==> config.mk <==
export PLATFORM = sky130hd
export DESIGN_NAME = ntt4bm_combine
export DESIGN_NICKNAME = d
export VERILOG_FILES = /design/src/rtl/ntt4bm_pkg.sv /design/src/rtl/ntt4bm_combine.sv
export SDC_FILE = /design/constraint.sdc
export NUM_CORES = 1
export LEC_CHECK = 0
export ABC_AREA = 0
export BUFFER_PORTS_ARGS = -buffer_cell sky130_fd_sc_hd__buf_2
export CORE_ASPECT_RATIO = 1.75
export CORE_UTILIZATION = 55
export DETAILED_ROUTE_END_ITERATION = 8
export GPL_ROUTABILITY_DRIVEN = 0
export GPL_TIMING_DRIVEN = 1
export PLACE_DENSITY_LB_ADDON = 0.25
export SETUP_SLACK_MARGIN = 0.05
export SLEW_MARGIN = 25
export SYNTH_ARGS = -nofsm -noshare
export SYNTH_HDL_FRONTEND = slang
export SYNTH_SLANG_ARGS = --single-unit
==> constraint.sdc <==
create_clock -name clk -period 1.75 [get_ports clk]
set_input_delay 0.35 -clock clk [delete_from_list [all_inputs] [get_ports clk]]
set_output_delay 0.35 -clock clk [all_outputs]
set_load 0.02 [all_outputs]
==> src/rtl/ntt4bm_pkg.sv <==
// shared types and constants for the degree-4 ntt base multiplier
package ntt4bm_pkg;

    typedef logic signed [15:0] coef_t;

    typedef struct packed {
        coef_t coef_a0;
        coef_t coef_a1;
        coef_t coef_a2;
        coef_t coef_a3;
        coef_t coef_b0;
        coef_t coef_b1;
        coef_t coef_b2;
        coef_t coef_b3;
        coef_t twiddle;
    } in_beat_t;

    typedef struct packed {
        coef_t prod_c0;
        coef_t prod_c1;
        coef_t prod_c2;
        coef_t prod_c3;
    } out_beat_t;

    localparam int Q_W = 10;

    localparam logic [Q_W-1:0] Q_SMALL    = 10'd257;
    localparam logic [Q_W-1:0] Q_LARGE    = 10'd769;
    // -255 and -767 taken mod 2^16
    localparam logic [15:0]    QINV_SMALL = 16'hFF01;
    localparam logic [15:0]    QINV_LARGE = 16'hFD01;

    localparam int MONT_STAGES = 3;

endpackage

==> src/rtl/ntt4bm_combine.sv <==
// karatsuba cross-term combine between the two montgomery levels, one register stage
module ntt4bm_combine (
    input  logic                        clk,
    input  logic                        rst_n,
    input  logic                        en,
    input  logic                        in_vld,
    input  ntt4bm_pkg::coef_t [9:0]     m,
    input  ntt4bm_pkg::coef_t           zeta,
    output logic                        out_vld,
    output ntt4bm_pkg::coef_t [2:0]     mul_x,
    output ntt4bm_pkg::coef_t           mul_z,
    output ntt4bm_pkg::coef_t [3:0]     side
);
    import ntt4bm_pkg::*;

    // lane order: a0b0 a1b1 a2b2 a3b3, then (a1+a3)(b1+b3), (a2+a3)(b2+b3),
    // (a0+a1)(b0+b1), (a0+a2)(b0+b2), (a0+a3)(b0+b3), (a1+a2)(b1+b2)
    logic vld_reg;

    coef_t [2:0] x_reg;
    coef_t [2:0] x_next;
    coef_t       z_reg;
    coef_t [3:0] side_reg;
    coef_t [3:0] side_next;

    always_comb
    begin
        x_next[0] = m[4] - m[1] - m[3] + m[2];
        x_next[1] = m[5] - m[2] - m[3];
        x_next[2] = m[3];
        side_next[0] = m[0];
        side_next[1] = m[6] - m[0] - m[1];
        side_next[2] = m[1] + m[7] - m[0] - m[2];
        side_next[3] = m[8] - m[0] - m[3] + m[9] - m[1] - m[2];
    end

    always_ff @(posedge clk or negedge rst_n)
    begin
        if (!rst_n)
        begin
            vld_reg <= 1'b0;
        end
        else if (en)
        begin
            vld_reg <= in_vld;
        end
    end

    always_ff @(posedge clk)
    begin
        if (en)
        begin
            x_reg    <= x_next;
            z_reg    <= zeta;
            side_reg <= side_next;
        end
    end

    assign out_vld = vld_reg;
    assign mul_x   = x_reg;
    assign mul_z   = z_reg;
    assign side    = side_reg;

endmodule

== Yosys cells after proc, flatten, opt, wreduce, memory -nomap -nowiden ==
Index checks and enable logic that the tools add are counted.

* Register bits after elaboration: 129
* Logic and storage cells: 24
* ROM bits: 0
* Latch bits: 0
* Memory bits (writable): 0
* Bits of input ports: 180
* Memories: 0

* Eq/ne operators: 0
* Bitwise operators: 0
* Order comparisons: 0
* Shift operators: 0
* Reductions and logical operators: 0
* Divide/modulo/power cells: 0
* Mux-type cells: 0
* Add/sub/neg operators: 15
* Multipliers: 0

{| class="wikitable"
|+ Operators with widths
! kind !! count
|-
| $sub A16 B16 Y16 || 12
|-
| $add A16 B16 Y16 || 3
|}

== Longest topological paths before layout ==
* Depth after elaboration: 5
* Mapped depth: 14

== Worst setup path before layout ==
No wires, ideal clock.

* Path kind: input port to flip-flop
* From: input m[129] (netlist name)
* To: register side_reg, in the netlist side[57] (data pin)
* Arrival time: 3350 ps
* Buffers on the path: 0
* Setup time: 259 ps
* Setup slack: -1860 ps
* Cell stages on the path: 14
* Cell sequence: inv_1 fa_1 inv_1 fa_1 inv_1 fa_1 inv_1 ha_1 a211oi_2 o21bai_1 o41a_1 a21o_1 a21oi_2 xnor2_1

{| class="wikitable"
|+ RTL lines
! item !! line !! RTL
|-
| start: declaration || ntt4bm_combine.sv:7 || <nowiki>input ntt4bm_pkg::coef_t [9:0] m,</nowiki>
|-
| end signal: assignment || ntt4bm_combine.sv:55 || <nowiki>side_reg <= side_next;</nowiki>
|-
| end: declaration || ntt4bm_combine.sv:23 || <nowiki>coef_t [3:0] side_reg;</nowiki>
|}

==> impl_metrics.tcl <==
set metrics [dict create \
    hold_path_depth 1 \
    ys_ff_latch 129 \
    final_cell_mix "buf_2 (286), buf_4 (241), inv_1 (151), fa_1 (130), edfxtp_1 (128)" \
    track_usage_pct 43.0 \
    pre_cts_slack_ns -2.26 \
    drtIter0Drc 1342 \
    die_area_mm2 0.0211 \
    critPathMaxFanout 3 \
    hpwl_mm 29.8 \
    yosysWarnings 0 \
    cts.path.max_buffers 2 \
    period_minus_slack_ns 3.80 \
    power.density_mw_per_mm2 1420 \
    cts_tree "built" \
    grt_max_degree 34 \
    regArea_mm2 0.00387 \
    wl_mm 53.3 \
    ant_nets 0 \
    crit_chain "buf_12 -> clkinvlp_4 -> fa_2 -> fa_1 -> inv_1 -> fa_1 -> inv_2 -> ha_4 -> o21ai_1 -> o21bai_2 -> o41a_1 -> a31oi_1 -> xnor2_1" \
    reg2reg_slack_ns 0.98 \
    min_to "mul_z[11]" \
    synth_nets 1375 \
    required_ns 1.95 \
    fin_skew_ns 0 \
    r2r-end "out_vld" \
    start_util_pct 55.8 \
    min-delay-start "zeta[11]" \
    worst_pin_slew_ns 0.734 \
    layout_setup_ws_ns -2.05 \
    violations "setup timing" \
    crit_buf_inv 4 \
    synth_xor_area_share_pct 5.90 \
    dieHeight_um 191 \
    grt_pass1_wl_mm 63.4 \
    p_leak_uw 0.00812 \
    cts_root_buf "clkbuf_16" \
    whs_ns 0.0625 \
    grt_antenna_before_repair 15 \
    synth_mux_area_share_pct 0.300 \
    clkTransAtPathRegs_ns 0.07 \
    synthFlopType "edfxtp_1" \
    numCtsBuffers 17 \
    hold_class "primary input to flop" \
    synth_edf_count 128 \
    numClockSinks 129 \
    yosys.area_share.simple_pct 6.04 \
    path_delay_family "adder cells" \
    syn_area_per_cell_um2 11.7 \
    syn_inst 964 \
    vias 11500 \
    irDropWorstVdd_mv 1.55 \
    largest_reg_flops 64 \
    maxSlewHeadroom_pct 50.7 \
    drt_pre_antenna_iters 6 \
    insertion_delay_ns 0.46 \
    maxCapViolations 0 \
    area_growth_pct 55.7 \
    synth-adder-area-share_pct 35.5 \
    synth_compound_area_share_pct 11.4 \
    finalSetupViolCount 75 \
    rr_startpoint "out_vld" \
    crit_type "primary input to flop" \
    layout_commonest_cell "buf_2" \
    cp.arrival_ns 4.00 \
    total_power_uw 24900 \
    wire_per_inst_um 28.7 \
    core_area_mm2 0.0202 \
    fin_crit_sh_pct 217 \
    reg2regPathDepth 1 \
    rsz0062_at_grt "true" \
    max_stage_delay_ns 0.60 \
    multiInputGateArea_mm2 0.00787 \
    vias_per_cell 6.18 \
    num_io_pins 309 \
    synth_seq_area_share_pct 34.3 \
    outcome "finished with violations" \
    grt_overflow 0 \
    synth_cell_types 60 \
    netlist_area_mm2 0.0113 \
    drv_slew 0 \
    grt_pass1_vias 11700 \
    post-route-util_pct 86.9 \
    drc_errors 0 \
    htree_levels 4 \
    drive_above_1_share_pct 53.7 \
    worst_path_max_delay_cell "fa_1" \
    die_w_um 110 \
    async_flop_share_pct 0.775 \
    cp_common_cell "fa_1" \
    port_buffers 308 \
    finalNetCount 1994 \
    endpoint_kind "flop" \
    clock.fmax_ghz 0.263 \
    hold_viol_final 0 \
    fill_cells 897 \
    startpoint_type "primary input" \
    num_rows 69 \
    synth_top_family_by_area "adder cells" \
]
## through the flow
stage                     instances  instance area [um2]  setup TNS [ns]
final                          1856                17600          -78.94
after global routing           1852                17500          -82.58
after CTS                      1825                17000          -58.73
after detailed placement       1769                15600         -101.04
after global placement         1769                15600          -96.21
after floorplan                 964                11800          -60.40
## Yosys cell counts, types with 2 or more instances
library cell    n  share of area [%]
a31oi_1         5               0.28
nand3_1         8               0.36
o21bai_1        4               0.27
nor2_1         37                1.2
fa_1          149                 26
o21ai_0        34                1.5
o21a_1         13               0.87
ha_1           82                9.1
nand2_1        30                1.0
nand4_1         5               0.28
and3_1          9               0.50
and2_1          5               0.28
a21o_1         17                1.1
nand2b_1        8               0.44
a21oi_1        53                2.4
a21boi_0        4               0.27
o211a_1         2               0.18
a211oi_1        9               0.60
a311oi_1        3               0.23
inv_1         197                6.6
a211oi_2        3               0.33
mux2_2          3               0.30
a211o_1         2               0.16
xnor2_1        57                4.4
o21ai_2         2               0.16
nor2b_1        11               0.61
nor3_1         10               0.44
o31ai_2         2               0.22
o31a_1          4               0.31
nor4_1          3               0.17
o22ai_1         2               0.11
nand4b_1        2               0.16
o211ai_1       11               0.73
edfxtp_1      128                 34
or3_1           6               0.33
xor2_1         19                1.5
a21oi_2         2               0.16
## worst max-delay path by stage
stage               start  slack [ns]  cells past startpoint  endpoint
finish              m[18]       -2.05                     13  side[59]
global route        m[18]       -2.07                     13  side[59]
CTS                 m[33]       -1.58                     15  side[63]
detailed placement  m[33]       -2.26                     13  side[62]
global placement    m[18]       -2.08                     15  side[63]
floorplan           m[33]       -1.83                     13  side[57]
## report_power, final
group          internal, uW  total [uW]  switching (uW)
clock                  1940        3570            1630
sequential             4770        5100             336
combinational          7270       16200            8920
## cell families after synthesis
logic type / Yosys count
XOR/XNOR: 76
AND/OR/NAND/NOR: 138
buffers and inverters: 197
multiplexers: 3
flip-flops: 129
adder cells (fa/ha/maj): 231
AO/OA/AOI/OAI: 190
## final cells by class
class,instances,area share (%)
multi-input cells,638,44.8
repair buffers,600,23.6
flip-flops and latches,129,22.0
inverters,197,4.57
clock buffers,18,2.44
well taps,248,1.77
clock inverters,14,0.656
diodes,12,0.171
## metal layers
metal  wire length [um]  vias up  part of all wire [%]  GRT usage (%)
li1                   -     4516                     -              -
met1              14800     5423                    28           38.3
met2              24400     1042                    46           71.2
met3               7410      475                    14           16.9
met4               6330       18                    12           40.9
met5                367        -                  0.69           1.79
## repair_timing
action,CTS,global route
setup buffers,24,33
setup endpoints to repair,73,75
endpoints found under the hold margin,1,0
pin swaps,84,93
gates resized for setup,176,106
hold buffers,1,0
No activity file was read; power rests on OpenSTA's default activity.
