**config.mk**
```make
export PLATFORM = sky130hd
export DESIGN_NAME = ntt4bm_mont
export DESIGN_NICKNAME = d
export VERILOG_FILES = /design/src/rtl/ntt4bm_pkg.sv /design/src/rtl/ntt4bm_mont.sv
export SDC_FILE = /design/constraint.sdc
export NUM_CORES = 1
export LEC_CHECK = 0
export ABC_AREA = 0
export BUFFER_PORTS_ARGS = -buffer_cell sky130_fd_sc_hd__buf_4
export CAP_MARGIN = 20
export CORE_MARGIN = 10
export CORE_UTILIZATION = 60
export DETAILED_ROUTE_END_ITERATION = 12
export PLACE_DENSITY = 0.79
export SLEW_MARGIN = 10
export SYNTH_ARGS = -nofsm -noshare
export SYNTH_HDL_FRONTEND = slang
export SYNTH_SLANG_ARGS = --single-unit
```
**constraint.sdc**
```tcl
create_clock -name clk -period 14.7 [get_ports clk]
set_input_delay 4.41 -clock clk [delete_from_list [all_inputs] [get_ports clk]]
set_output_delay 4.41 -clock clk [all_outputs]
set_load 0.005 [all_outputs]
```
**src/rtl/ntt4bm_pkg.sv**
```systemverilog
// shared types and constants for the degree-4 ntt base multiplier
package ntt4bm_pkg;

    typedef logic signed [15:0] coef_t;

    typedef struct packed {
        coef_t coef_a0;
        coef_t coef_a1;
        coef_t coef_a2;
        coef_t coef_a3;
        coef_t coef_b0;
        coef_t coef_b1;
        coef_t coef_b2;
        coef_t coef_b3;
        coef_t twiddle;
    } in_beat_t;

    typedef struct packed {
        coef_t prod_c0;
        coef_t prod_c1;
        coef_t prod_c2;
        coef_t prod_c3;
    } out_beat_t;

    localparam int Q_W = 10;

    localparam logic [Q_W-1:0] Q_SMALL    = 10'd257;
    localparam logic [Q_W-1:0] Q_LARGE    = 10'd769;
    // -255 and -767 taken mod 2^16
    localparam logic [15:0]    QINV_SMALL = 16'hFF01;
    localparam logic [15:0]    QINV_LARGE = 16'hFD01;

    localparam int MONT_STAGES = 3;

endpackage

```
**src/rtl/ntt4bm_mont.sv**
```systemverilog
// lanes of three-stage signed montgomery multipliers: x*y*2^-16 mod q, lazily reduced
module ntt4bm_mont #(
    parameter int LANES = 1
) (
    input  logic                              clk,
    input  logic                              rst_n,
    input  logic                              en,
    input  logic                              sel,
    input  logic                              in_vld,
    input  ntt4bm_pkg::coef_t [LANES-1:0]     x,
    input  ntt4bm_pkg::coef_t [LANES-1:0]     y,
    output logic                              out_vld,
    output ntt4bm_pkg::coef_t [LANES-1:0]     z
);
    import ntt4bm_pkg::*;

    logic [MONT_STAGES-1:0] vld_reg;
    logic [MONT_STAGES-1:0] vld_next;

    logic signed [31:0] p1_reg  [LANES];
    logic signed [31:0] p1_next [LANES];
    logic        [31:0] p2_reg  [LANES];
    logic        [15:0] u_reg   [LANES];
    logic        [15:0] u_next  [LANES];
    coef_t              r_reg   [LANES];
    coef_t              r_next  [LANES];

    logic signed [31:0] uq      [LANES];
    logic        [31:0] t       [LANES];

    logic [15:0]    qinv;
    logic [Q_W-1:0] q;

    assign qinv = sel ? QINV_LARGE : QINV_SMALL;
    assign q    = sel ? Q_LARGE : Q_SMALL;

    assign vld_next = {vld_reg[MONT_STAGES-2:0], in_vld};

    always_comb
    begin
        for (int i = 0; i < LANES; i++)
        begin
            p1_next[i] = $signed(x[i]) * $signed(y[i]);
            // only the low half of the product feeds the quotient digit
            u_next[i]  = 16'(p1_reg[i][15:0] * qinv);
            uq[i]      = $signed(u_reg[i]) * $signed({1'b0, q});
            // low half of t is zero by construction
            t[i]       = p2_reg[i] - uq[i];
            r_next[i]  = t[i][31:16];
        end
    end

    always_ff @(posedge clk or negedge rst_n)
    begin
        if (!rst_n)
        begin
            vld_reg <= '0;
        end
        else if (en)
        begin
            vld_reg <= vld_next;
        end
    end

    always_ff @(posedge clk)
    begin
        if (en)
        begin
            for (int i = 0; i < LANES; i++)
            begin
                p1_reg[i] <= p1_next[i];
                p2_reg[i] <= p1_reg[i];
                u_reg[i]  <= u_next[i];
                r_reg[i]  <= r_next[i];
            end
        end
    end

    always_comb
    begin
        for (int i = 0; i < LANES; i++)
        begin
            z[i] = r_reg[i];
        end
    end

    assign out_vld = vld_reg[MONT_STAGES-1];

endmodule

```
-- Word level (Yosys, flattened, before mapping)
Memories as Yosys holds them, arrays and structs flattened.
Index checks and enable logic that the tools add are counted.
- RAM bits: 96
- memories: 4
- output and inout port bits: 17
- bits of input ports: 37
- word-level logic and storage cells: 13
- register bits after elaboration: 3
- $mul: 3
- add/sub/neg operators: 1
- multiplexer cells: 4
- memory list (memory ; depth ; width ; read ports ; clocked after memory_dff ; write ports ; line ; RTL):
    p1_reg ; 1 ; 32 ; 1 ; 0 ; 1 ; ntt4bm_mont.sv:20 ; logic signed [31:0] p1_reg [LANES];
    p2_reg ; 1 ; 32 ; 1 ; 0 ; 1 ; ntt4bm_mont.sv:22 ; logic [31:0] p2_reg [LANES];
    r_reg ; 1 ; 16 ; 1 ; 0 ; 1 ; ntt4bm_mont.sv:25 ; coef_t r_reg [LANES];
    u_reg ; 1 ; 16 ; 1 ; 0 ; 1 ; ntt4bm_mont.sv:23 ; logic [15:0] u_reg [LANES];
- operators by type and width (cell ; number):
    $mul 16x16->32 ; 1
    $sub 32x32->32 ; 1
    $mul 16x11->27 ; 1
    $mux 10 ; 2
    $mul 16x11->16 ; 1
    $mux 1 ; 2

-- Longest topological paths before layout
Gate-level depths: netlist (run 1).
- depth in word-level cells: 3
- mapped depth: 25
- gate-level depth less buffers: 24

-- Worst setup path after synthesis (run 1)
Ideal clock, no wire load.
- kind: input to register
- from: input x[15] in the netlist's numbering
- to: memory p1_reg[0][31] (data pin)
- cell stages on the path: 20
- path slack: 4.810 ns
- library setup time: 0.259 ns
- required time: 14.441 ns
- data arrival time: 9.631 ns
- path through: clkbuf_1 -> nand2_1 -> inv_1 -> fa_1 -> fa_1 -> fa_1 -> fa_1 -> fa_1 -> inv_1 -> fa_1 -> inv_1 -> ha_1 -> a21oi_1 -> o221ai_1 -> a21oi_1 -> o31ai_1 -> a21o_1 -> a41oi_2 -> a21oi_1 -> xnor2_1
- RTL lines (what ; line ; RTL):
    start, declared ; ntt4bm_mont.sv:10 ; input ntt4bm_pkg::coef_t [LANES-1:0] x,
    end, declared ; ntt4bm_mont.sv:20 ;

==> impl_metrics.json, run 1 <==
{
  "crit_path_start_kind": "input pin",
  "cts_tree": "yes",
  "syn-instance-count": 1605,
  "stdcell_area_sq_um": 17400,
  "crit_fanout": 16,
  "worstMarginPinSlew_ns": 0.668,
  "synth_area_sq_um": 16300,
  "finalSetupTns_ns": 0,
  "hold_viol_final": 0,
  "post_cts_buffers": 0,
  "io_pins": 54,
  "yosys-top-cells-count": "inv_1, fa_1, ha_1, and2_1, nand2_1",
  "cts_sinks": 91,
  "dp_hpwl_um": 26900,
  "antenna_cells": 0,
  "wirelength_um": 32300,
  "synthTopCellsByArea": "fa_1, ha_1, edfxtp_1, inv_1, and2_1",
  "grt_overflow_total": 0,
  "cap_violations": 0,
  "ys_seq_elements": 91,
  "path_class": "input pin to register",
  "wl_per_cell_um": 16.3,
  "async_reset_ff_share_pct": 3.30,
  "hold_class": "register to register",
  "rsz0062_at_grt": "no",
  "drc": 0,
  "vias": 10800,
  "htreeDepth": 3,
  "syn_area_per_cell_sq_um": 10.2,
  "period_needed_ns": 9.96,
  "grt_usage_pct": 20.0,
  "port_buffers": 53,
  "drv_slew": 0,
  "die_width_um": 185,
  "firstDrtPassIters": 6,
  "min_period_over_period_pct": 67.8,
  "antenna_found_initial": 0,
  "cts-root-buf": "clkbuf_16",
  "drive_above_1_share_pct": 5.37,
  "status": "finished clean",
  "cts.path.max_buffers": 2,
  "routabilityCongestion": 0.914,
  "grt_pass1_wl_um": 55700,
  "dp.cells": 1964,
  "post_drt_via_cell_ratio": 5.43,
  "grt_max_degree": 92,
  "drtIter0Drc": 665,
  "slew_headroom_pct": 55.1,
  "clkTransAtPathRegs_ns": 0.07,
  "synth_top_area_cell": "fa_1",
  "synth_edf_count": 88,
  "crit_slowest_cell": "fa_1",
  "clk_latency_ns": 0.34,
  "core_sq_um": 26900,
  "yosysMostFrequentCell": "inv_1",
  "holdWs_ns": 0.415,
  "area.growth.synth_to_final_pct": 6.41,
  "fmax_mhz": 100,
  "start_util_pct": 60.7,
  "numCtsBuffers": 9,
  "setup_viol": 0,
  "post_cts_resized": 0,
  "arrival_ns": 10.05,
  "crit_path_cell_trace": "buf_4 > nand2_1 > inv_1 > fa_1 > fa_1 > fa_1 > fa_1 > fa_1 > inv_1 > fa_1 > inv_1 > ha_1 > a21oi_1 > o221ai_1 > a21oi_1 > o31ai_1 > a21o_1 > a41oi_2 > a21oi_1 > xnor2_1",
  "cpMostUsedCell": "fa_1",
  "synth_nets": 2141,
  "synthDistinctLibCells": 56,
  "die_area_sq_um": 34200,
  "max_stage_delay_ns": 0.89,
  "ant_nets": 0,
  "ys_warn_count": 0,
  "cts_hold_buf": 0,
  "ys_seq_area_share_pct": 16.7,
  "fin_cells": 1981,
  "endpoint_kind": "register",
  "fp.dieH_um": 185,
  "nets": 2171,
  "placed_area_sq_um": 17000,
  "grt_pass1_vias": 11600,
  "synth-main-ff-cell": "edfxtp_1",
  "required_ns": 14.79,
  "core.rowCount": 60,
  "synth_top_area_share_pct": 35.1,
  "skew_ns": 0.00613
}
worst max-delay path, delay by kind of cell:
family                   cells  cell delay (ns)
buffers and inverters        4             0.37
AO/OA/AOI/OAI                7             1.15
XOR/XNOR                     1             0.13
adder cells (fa/ha/maj)      7             3.86
AND/OR/NAND/NOR              1             0.13
routing by layer:
metal  global-route usage [%]  part of all wire [%]  up-vias
li1                         -                     -     5043
met1                     27.0                    45     5352
met2                     33.7                    48      331
met3                     2.59                   6.0       28
met4                     4.10                   1.2        0
met5                        0                     0        -
cells in the final DEF (no fill, tap or decap), drive strengths merged, types with 10 or more instances in the layout:
cell,synthesis,routed
inv,365,367
fa,286,286
ha,213,213
and2,140,140
nand2,138,138
edfxtp,88,88
xnor2,57,57
buf,2,54
a21oi,54,54
nor2,44,44
a21o,25,25
o21ai,24,24
xor2,23,23
nand2b,12,12
clkbuf,33,10
final timing paths:
path	slack, ns	start	to	cells past startpoint
worst max-delay path	4.74	x[15]	p1_reg[0][31]	20
worst min-delay path	0.42	p1_reg[0][22]	p2_reg[0][22]	0
worst max register to register	8.63	u_reg[0][8]	r_reg[0][15]	21
worst min register to register	0.42	p1_reg[0][22]	p2_reg[0][22]	0
max in group asynchronous	10.77	rst_n	vld_reg[2]	1
min in group asynchronous	3.84	rst_n	vld_reg[0]	1
layout make-up:
type	instances	area, sq um
multi-input cells	1114	12100
fillers	2092	9520
flip-flops and latches	91	2720
inverters	365	1370
well taps	341	427
repair buffers	54	425
clock buffers	10	229
clock inverters	6	96.3
logic make-up after synthesis:
| logic type | count (synthesis) | synth area share [%] |
|---|---|---|
| and+or+nand+nor | 372 | 11.5 |
| AOI/OAI and AO/OA | 158 | 6.50 |
| xor gates and xnor gates | 81 | 4.43 |
| muxes | 4 | 0.268 |
| adders and majority gates | 499 | 51.4 |
| DFF | 91 | 16.7 |
| buffers and inverters | 400 | 9.21 |
metrics by stage:
stage | utilization [%] | setup slack, ns
floorplan | - | 4.81
global placement | 63.3 | 4.52
detailed placement | 63.3 | 4.39
CTS | 64.5 | 4.77
global route | 64.6 | 4.47
finish | 64.6 | 4.74
Power of run 1 is left out: the tool's default activity adds up to more than one toggle a clock period on the data nets, which glitch-free logic cannot reach.
==> run 2, diff against run 1 <==
Settings changed: CORE_UTILIZATION 60 to 59, PLACE_DENSITY 0.79 to 0.81.
Clock period 14.7 ns to 8.2 ns, I/O delays scaled along.
==> impl_metrics.json, run 2 (synthesized netlist as in run 1, its figures left out) <==
{
  "status": "finished clean",
  "post_cts_resized": 0,
  "grt_max_degree": 92,
  "crit_path_cell_trace": "buf_4 > nand2_1 > inv_1 > fa_1 > fa_1 > fa_1 > fa_1 > fa_1 > inv_1 > fa_1 > inv_1 > ha_1 > a21oi_1 > o221ai_1 > nor3_1 > o21ai_0 > a31o_2 > a21oi_1 > xnor2_1",
  "cts_tree": "yes",
  "hold_viol_final": 0,
  "routabilityCongestion": 0.924,
  "final_cell_mix": "inv_1, fa_1, ha_1",
  "arrival_ns": 8.03,
  "reg2reg_to": "r_reg[0][15]",
  "cpMostUsedCell": "fa_1",
  "setup_ws_ns": 0.265,
  "skew_ns": 0.0104,
  "numCtsBuffers": 9,
  "min_period_over_period_pct": 96.8,
  "fp.dieH_um": 186,
  "core_sq_um": 27100,
  "wirelength_um": 32800,
  "crit_slowest_cell": "fa_1",
  "dp.cells": 2009,
  "hold_class": "register to register",
  "die_area_sq_um": 34700,
  "cts.path.max_buffers": 2,
  "hold_path_startpoint": "p1_reg[0][24]",
  "drv_slew": 0,
  "antenna_found_initial": 0,
  "dp_slack_ns": -0.0702,
  "fmax_mhz": 126,
  "required_ns": 8.29,
  "holdPathStages": 0,
  "reg2reg_depth": 22,
  "finalSetupTns_ns": 0,
  "crit_path_start_kind": "input pin",
  "placed_area_sq_um": 17100,
  "firstDrtPassIters": 7,
  "rrSetupSlack_ns": 2.24,
  "reg2reg_from": "p2_reg[0][3]",
  "grt_usage_pct": 20.1,
  "wl_per_cell_um": 16.2,
  "dp_hpwl_um": 27400,
  "htreeDepth": 3,
  "max_stage_delay_ns": 0.68,
  "crit_family": "adder cells",
  "nets": 2185,
  "drtIter0Drc": 715,
  "post_drt_via_cell_ratio": 5.35,
  "start_util_pct": 60.2,
  "grt_pass1_vias": 11700,
  "cts-root-buf": "clkbuf_16",
  "io_pins": 54,
  "startpoint": "y[1]",
  "grt_pass1_wl_um": 56400,
  "fin_cells": 2026,
  "path_class": "input pin to register",
  "grt_overflow_total": 0,
  "core.rowCount": 60,
  "cts_hold_buf": 0,
  "cts_sinks": 91,
  "clkTransAtPathRegs_ns": 0.07,
  "worstMarginPinSlew_ns": 0.612,
  "slew_headroom_pct": 59.2,
  "vias": 10800,
  "cap_violations": 0,
  "post_cts_buffers": 0,
  "area.growth.synth_to_final_pct": 7.43,
  "clk_latency_ns": 0.34,
  "final_common_cell": "inv_1",
  "rsz0062_at_grt": "no",
  "antenna_cells": 0,
  "drive_above_1_share_pct": 6.17,
  "hold_end": "p2_reg[0][24]",
  "period_needed_ns": 7.94,
  "die_width_um": 186,
  "ant_nets": 0,
  "drc": 0,
  "fillers": 2055,
  "worst-path-buf-inv": 4,
  "stdcell_area_sq_um": 17500,
  "endpoint_kind": "register",
  "crit_fanout": 16,
  "setup_viol": 0,
  "port_buffers": 53
}
-- run 2: per-layer routing --
| metal | up-vias | track usage [%] | wire [um] |
|---|---|---|---|
| met5 | - | 0 | 0 |
| met1 | 5414 | 26.4 | 14500 |
| met2 | 317 | 34.5 | 16000 |
| met4 | 0 | 5.00 | 535 |
| met3 | 40 | 2.70 | 1850 |
| li1 | 5071 | - | - |
-- run 2: final cells by class --
class	instances	area, sq um	area share, %
Timing Repair Buffer	68	531	3.03
Clock buffer	9	225	1.29
Multi-Input combinational cell	1114	12100	69.0
Clock inverter	7	123	0.700
Inverter	365	1370	7.82
Tap cell	372	465	2.66
Sequential cell	91	2720	15.5
-- run 2: how the worst max path moves through the flow --
stage,cells after the start,to
floorplan,20,p1_reg[0][31]
global placement,22,p1_reg[0][30]
detailed placement,22,p1_reg[0][30]
CTS,22,p1_reg[0][30]
global route,19,p1_reg[0][28]
finish,19,p1_reg[0][28]
-- run 2: through the flow --
stage                     hold WS (ns)  utilization, %
after floorplan                  0.400               -
after global placement           0.401            63.3
after detailed placement         0.405            63.3
after CTS                        0.418            64.6
after global routing             0.424            64.7
final                            0.415            64.7
Power of run 2 is left out for the same reason.
